[config.mk]
export PLATFORM = sky130hd
export DESIGN_NAME = ssd_cell
export DESIGN_NICKNAME = d
export VERILOG_FILES = /design/src/rtl/ssd_pkg.sv /design/src/rtl/ssd_cell.sv
export SDC_FILE = /design/constraint.sdc
export NUM_CORES = 1
export LEC_CHECK = 0
export ABC_CLOCK_PERIOD_IN_PS = 12300
export BUFFER_PORTS_ARGS = -buffer_cell sky130_fd_sc_hd__clkbuf_2
export CORE_AREA = 2 2 381 383
export DETAILED_ROUTE_END_ITERATION = 7
export DIE_AREA = 0 0 383 385
export SETUP_SLACK_MARGIN = 0.4
export SYNTH_ARGS = -nofsm -noshare
export SYNTH_HDL_FRONTEND = slang
export SYNTH_SLANG_ARGS = --single-unit
[constraint.sdc]
create_clock -name clk -period 12.3 [get_ports clk]
set_clock_uncertainty 0.15 [all_clocks]
set_input_delay 1.23 -clock clk [delete_from_list [all_inputs] [get_ports clk]]
set_output_delay 1.23 -clock clk [all_outputs]
set_load 0.02 [all_outputs]
[src/rtl/ssd_pkg.sv]
`timescale 1ns / 1ps
// ============================================================================
// ssd_pkg
// Shared types and constants of the snapshot set difference block.
// ============================================================================
package ssd_pkg;

  localparam int CAPACITY = 16;
  localparam int IDX_W    = $clog2(CAPACITY);
  localparam int CNT_W    = $clog2(CAPACITY + 1);
  localparam int CFG_W    = 5;
  localparam int OCNT_W   = 5;

  typedef enum logic [1:0] {
    OP_RECORD = 2'd0,
    OP_END    = 2'd1,
    OP_FAIL   = 2'd2,
    OP_CLEAR  = 2'd3
  } op_t;

  typedef enum logic [1:0] {
    KIND_APPEARED = 2'd0,
    KIND_VANISHED = 2'd1,
    KIND_SUMMARY  = 2'd2,
    KIND_FAILED   = 2'd3
  } kind_t;

  typedef struct packed {
    logic [63:0] key;
    logic [31:0] pos_x;
    logic [31:0] pos_y;
    logic [31:0] pos_z;
  } entry_t;

  typedef struct packed {
    logic ins;
    logic commit;
    logic rot;
  } cell_ctl_t;

endpackage

[src/rtl/ssd_cell.sv]
`timescale 1ns / 1ps
// ============================================================================
// ssd_cell
// One slot of the sorting chain: scratch, current and previous entries.
// ============================================================================
module ssd_cell (
  input  logic              clk,
  input  ssd_pkg::cell_ctl_t ctl,
  input  ssd_pkg::entry_t   ins_rec,
  input  ssd_pkg::entry_t   left_scr,
  input  logic              left_gt,
  input  logic              scr_v,
  input  logic              cur_v,
  input  ssd_pkg::entry_t   left_prev,
  input  logic              left_pv,
  input  logic              left_pf,
  output ssd_pkg::entry_t   scr,
  output logic              gt,
  output ssd_pkg::entry_t   cur,
  output logic              cur_found,
  output ssd_pkg::entry_t   prev,
  output logic              pv,
  output logic              pf_out
);
  import ssd_pkg::*;

  entry_t scr_r, cur_r, prev_r;
  logic   cf_r, pv_r, pf_r;
  logic   match;

  // An empty slot counts as greater, so a new record lands after all equal keys.
  assign gt    = !scr_v || (scr_r.key > ins_rec.key);
  assign match = pv_r && cur_v && (prev_r.key == cur_r.key);

  always_ff @(posedge clk) begin
    if (ctl.ins && gt) begin
      scr_r <= left_gt ? left_scr : ins_rec;
    end
    if (ctl.commit) begin
      prev_r <= cur_r;
      pv_r   <= cur_v;
      pf_r   <= 1'b0;
      cur_r  <= scr_r;
      cf_r   <= 1'b0;
    end else if (ctl.rot) begin
      prev_r <= left_prev;
      pv_r   <= left_pv;
      pf_r   <= left_pf;
      cf_r   <= cf_r | match;
    end
  end

  assign scr       = scr_r;
  assign cur       = cur_r;
  assign cur_found = cf_r;
  assign prev      = prev_r;
  assign pv        = pv_r;
  assign pf_out    = pf_r | match;

endmodule

==> results.json <==
{
  "cp.required_ns": 12.40,
  "wl_um": 99800,
  "cp-start-kind": "input port",
  "viasPerCell": 3.65,
  "cts_root_buf": "clkbuf_16",
  "ys_seq_area_share_pct": 70.4,
  "yosysTopAreaCell": "edfxtp_1",
  "grt_overflow": 0,
  "die_width_um": 383,
  "cts_max_level": 2,
  "syn_area_sq_mm": 0.0206,
  "ctsResizeCount": 0,
  "gr-usage-met1_pct": 16.9,
  "finalCritPeriodShare_pct": 46.0,
  "setup.worst_path.class": "input port to flop",
  "dr.pass1.iters": 5,
  "rsz0062_at_grt": "no",
  "drtAntennaViolNets": 0,
  "cts_buffer_depth": 3,
  "ys.flop_type": "edfxtp_1",
  "synth_seq_cells": 483,
  "rows": 139,
  "cts_hold_buf": 0,
  "syn_avg_cell_area_sq_um": 16.5,
  "cp-end-kind": "flop",
  "drive_gt1_share_pct": 58.2,
  "grt_antenna_before_repair": 18,
  "use_met2_pct": 18.9,
  "clkLatencyLatePin_ns": 0.68,
  "gp_congestion": 0.952,
  "grt_max_degree": 120,
  "critPathSlowestCell": "nor4_2",
  "crit_path_cell_trace": "clkbuf_2 -> inv_1 -> ha_1 -> nand4_1 -> nor4_2 -> nand4_1 -> a31oi_1 -> nor4_1 -> a21oi_4 -> buf_4 -> buf_4",
  "finalCriticalPeriod_ns": 5.65,
  "ys_warn_count": 0,
  "worstPathArrival_ns": 5.76,
  "wl_per_cell_um": 23.7,
  "leakagePower_nw": 12.4,
  "synth_edf_count": 481,
  "start_util_pct": 14.4,
  "cap_violations": 0,
  "dieArea_sq_mm": 0.147,
  "core_area_sq_mm": 0.143,
  "cts_inserted_buffers": 58,
  "min_path_type": "flop to flop",
  "ir_drop_mv": 0.104,
  "report.final.slew_viol_count": 0,
  "clk_pin_slew_ns": 0.08,
  "fill_cells": 15437,
  "vias": 15351,
  "gr-max-usage-layer": "met2",
  "async_flop_share_pct": 0,
  "clkSinkCount": 483,
  "crit_fanout": 55,
  "layout.nets": 2806,
  "ys_types": 47,
  "worst_slew_pin_slew_ns": 1.25,
  "final_common_cell": "clkbuf_2",
  "num_io_pins": 973,
  "remaining_drc_errors": 0,
  "yosys-top-cells-area": "edfxtp_1 (70%), mux2_2 (14%), ha_1 (3.9%)",
  "portBuffers": 972,
  "relSlewSlack_pct": 16.6,
  "die_h_um": 385,
  "syn_to_final_growth_pct": 43.8,
  "grt_use_met3_pct": 4.30,
  "grt_pass1_vias": 14968,
  "slowest_delay_ns": 0.91,
  "grt_pass1_wl_um": 127000,
  "outcome": "complete, no violations",
  "power.density_mw_per_mm2": 150,
  "cts_tree": "done",
  "finalHoldViolations": 0,
  "fmax_mhz": 177,
  "post_cts_buffers": 0,
  "syn-instance-count": 1250,
  "yosys.area.top_type_share_pct": 70.2,
  "dp_hpwl_um": 82500,
  "drt_iter0_drc": 1413,
  "final_cell_mix": "clkbuf_2 (970), edfxtp_1 (481), mux2_2 (258), inv_1 (78), nand2_1 (75)",
  "synth_fp_nets": 1803,
  "gr-usage-all-layers_pct": 12.7,
  "power_mw": 4.45,
  "fin_setup_tns_ns": 0,
  "finalSetupViolations": 0
}
[area by class of cell]
cell class	count	area [sq um]	area share [%]
Clock buffer	69	1510	5.11
Antenna cell	5	12.5	0.0423
Timing Repair Buffer	986	5000	16.9
Tap cell	1903	2380	8.04
Inverter	78	293	0.989
Multi-Input combinational cell	646	5640	19.1
Clock inverter	34	280	0.947
Sequential cell	483	14500	48.9
[through the flow]
stage               hold WS, ns  worst slack [ns]  utilization [%]  cell area (sq um)  std cells
finish                    0.287              6.65             20.7              29600       4204
global route              0.302              6.31             20.7              29600       4201
CTS                       0.283              6.56             20.7              29600       4199
detailed placement        0.283              5.85             19.4              27800       4096
global placement          0.280              5.50             19.4              27800       4096
floorplan                 0.312              1.28                -              20600       1250
[cell usage after synthesis (all sizes together) (3+ instances only)]
library cell  number
nor4              14
nor2b              9
inv               78
a211oi             3
ha                64
clkbuf            20
buf               23
mux2             258
nand4             21
a2111oi            3
edfxtp           481
nor2              10
a21oi             27
nand2             75
o21ai             70
xor2              46
nand3              8
nor3               3
xnor2              6
a21o               3
[flip-flops by register name (all words and copies together), names as in the netlist]
| register | cells |
|---|---|
| prev | 160 |
| cur | 160 |
| scr | 160 |
| cur_found | 1 |
| pf_r | 1 |
| pv | 1 |
[kinds of logic (layout without fill, tap and decap cells)]
family	count (synthesis)	after routing	share of synthesized area (%)
flops	483	483	70.4
mux	259	259	14.2
simple gates	146	146	3.49
compound gates	125	125	3.55
buf+inv	121	1167	2.33
fa+ha+maj	64	64	3.89
xor+xnor	52	52	2.21
other cells	0	5	0
[worst max-delay path, delay by kind of cell]
kind,cells,cell delay (ns)
AO/OA/AOI/OAI,2,1.01
adder cells (fa/ha/maj),1,0.31
buffers and inverters,4,1.54
AND/OR/NAND/NOR,4,1.58
[metal layers]
layer	up-vias	wire length, um	share of wire [%]
met1	7640	42600	43
met2	805	44000	44
met3	134	9490	9.5
met5	-	34	0.034
li1	6766	-	-
met4	6	3700	3.7
[power by group]
group | switching [mW] | total (mW) | leakage (nW) | internal, mW
Sequential | 0.108 | 2.08 | 4.76 | 1.98
Combinational | 0.459 | 0.701 | 6.72 | 0.242
Clock | 0.740 | 1.66 | 0.876 | 0.921
Total | 1.31 | 4.45 | 12.4 | 3.14
[final timing paths]
kind,startpoint,end,slack [ns],depth (start not counted)
min reg2reg,scr[19],cur[19],0.29,0
min,scr[19],cur[19],0.29,0
max reg2reg,scr[133],scr[0],6.76,9
max,ins_rec[133],scr[0],6.65,11
(Power assumes the default switching activity.)
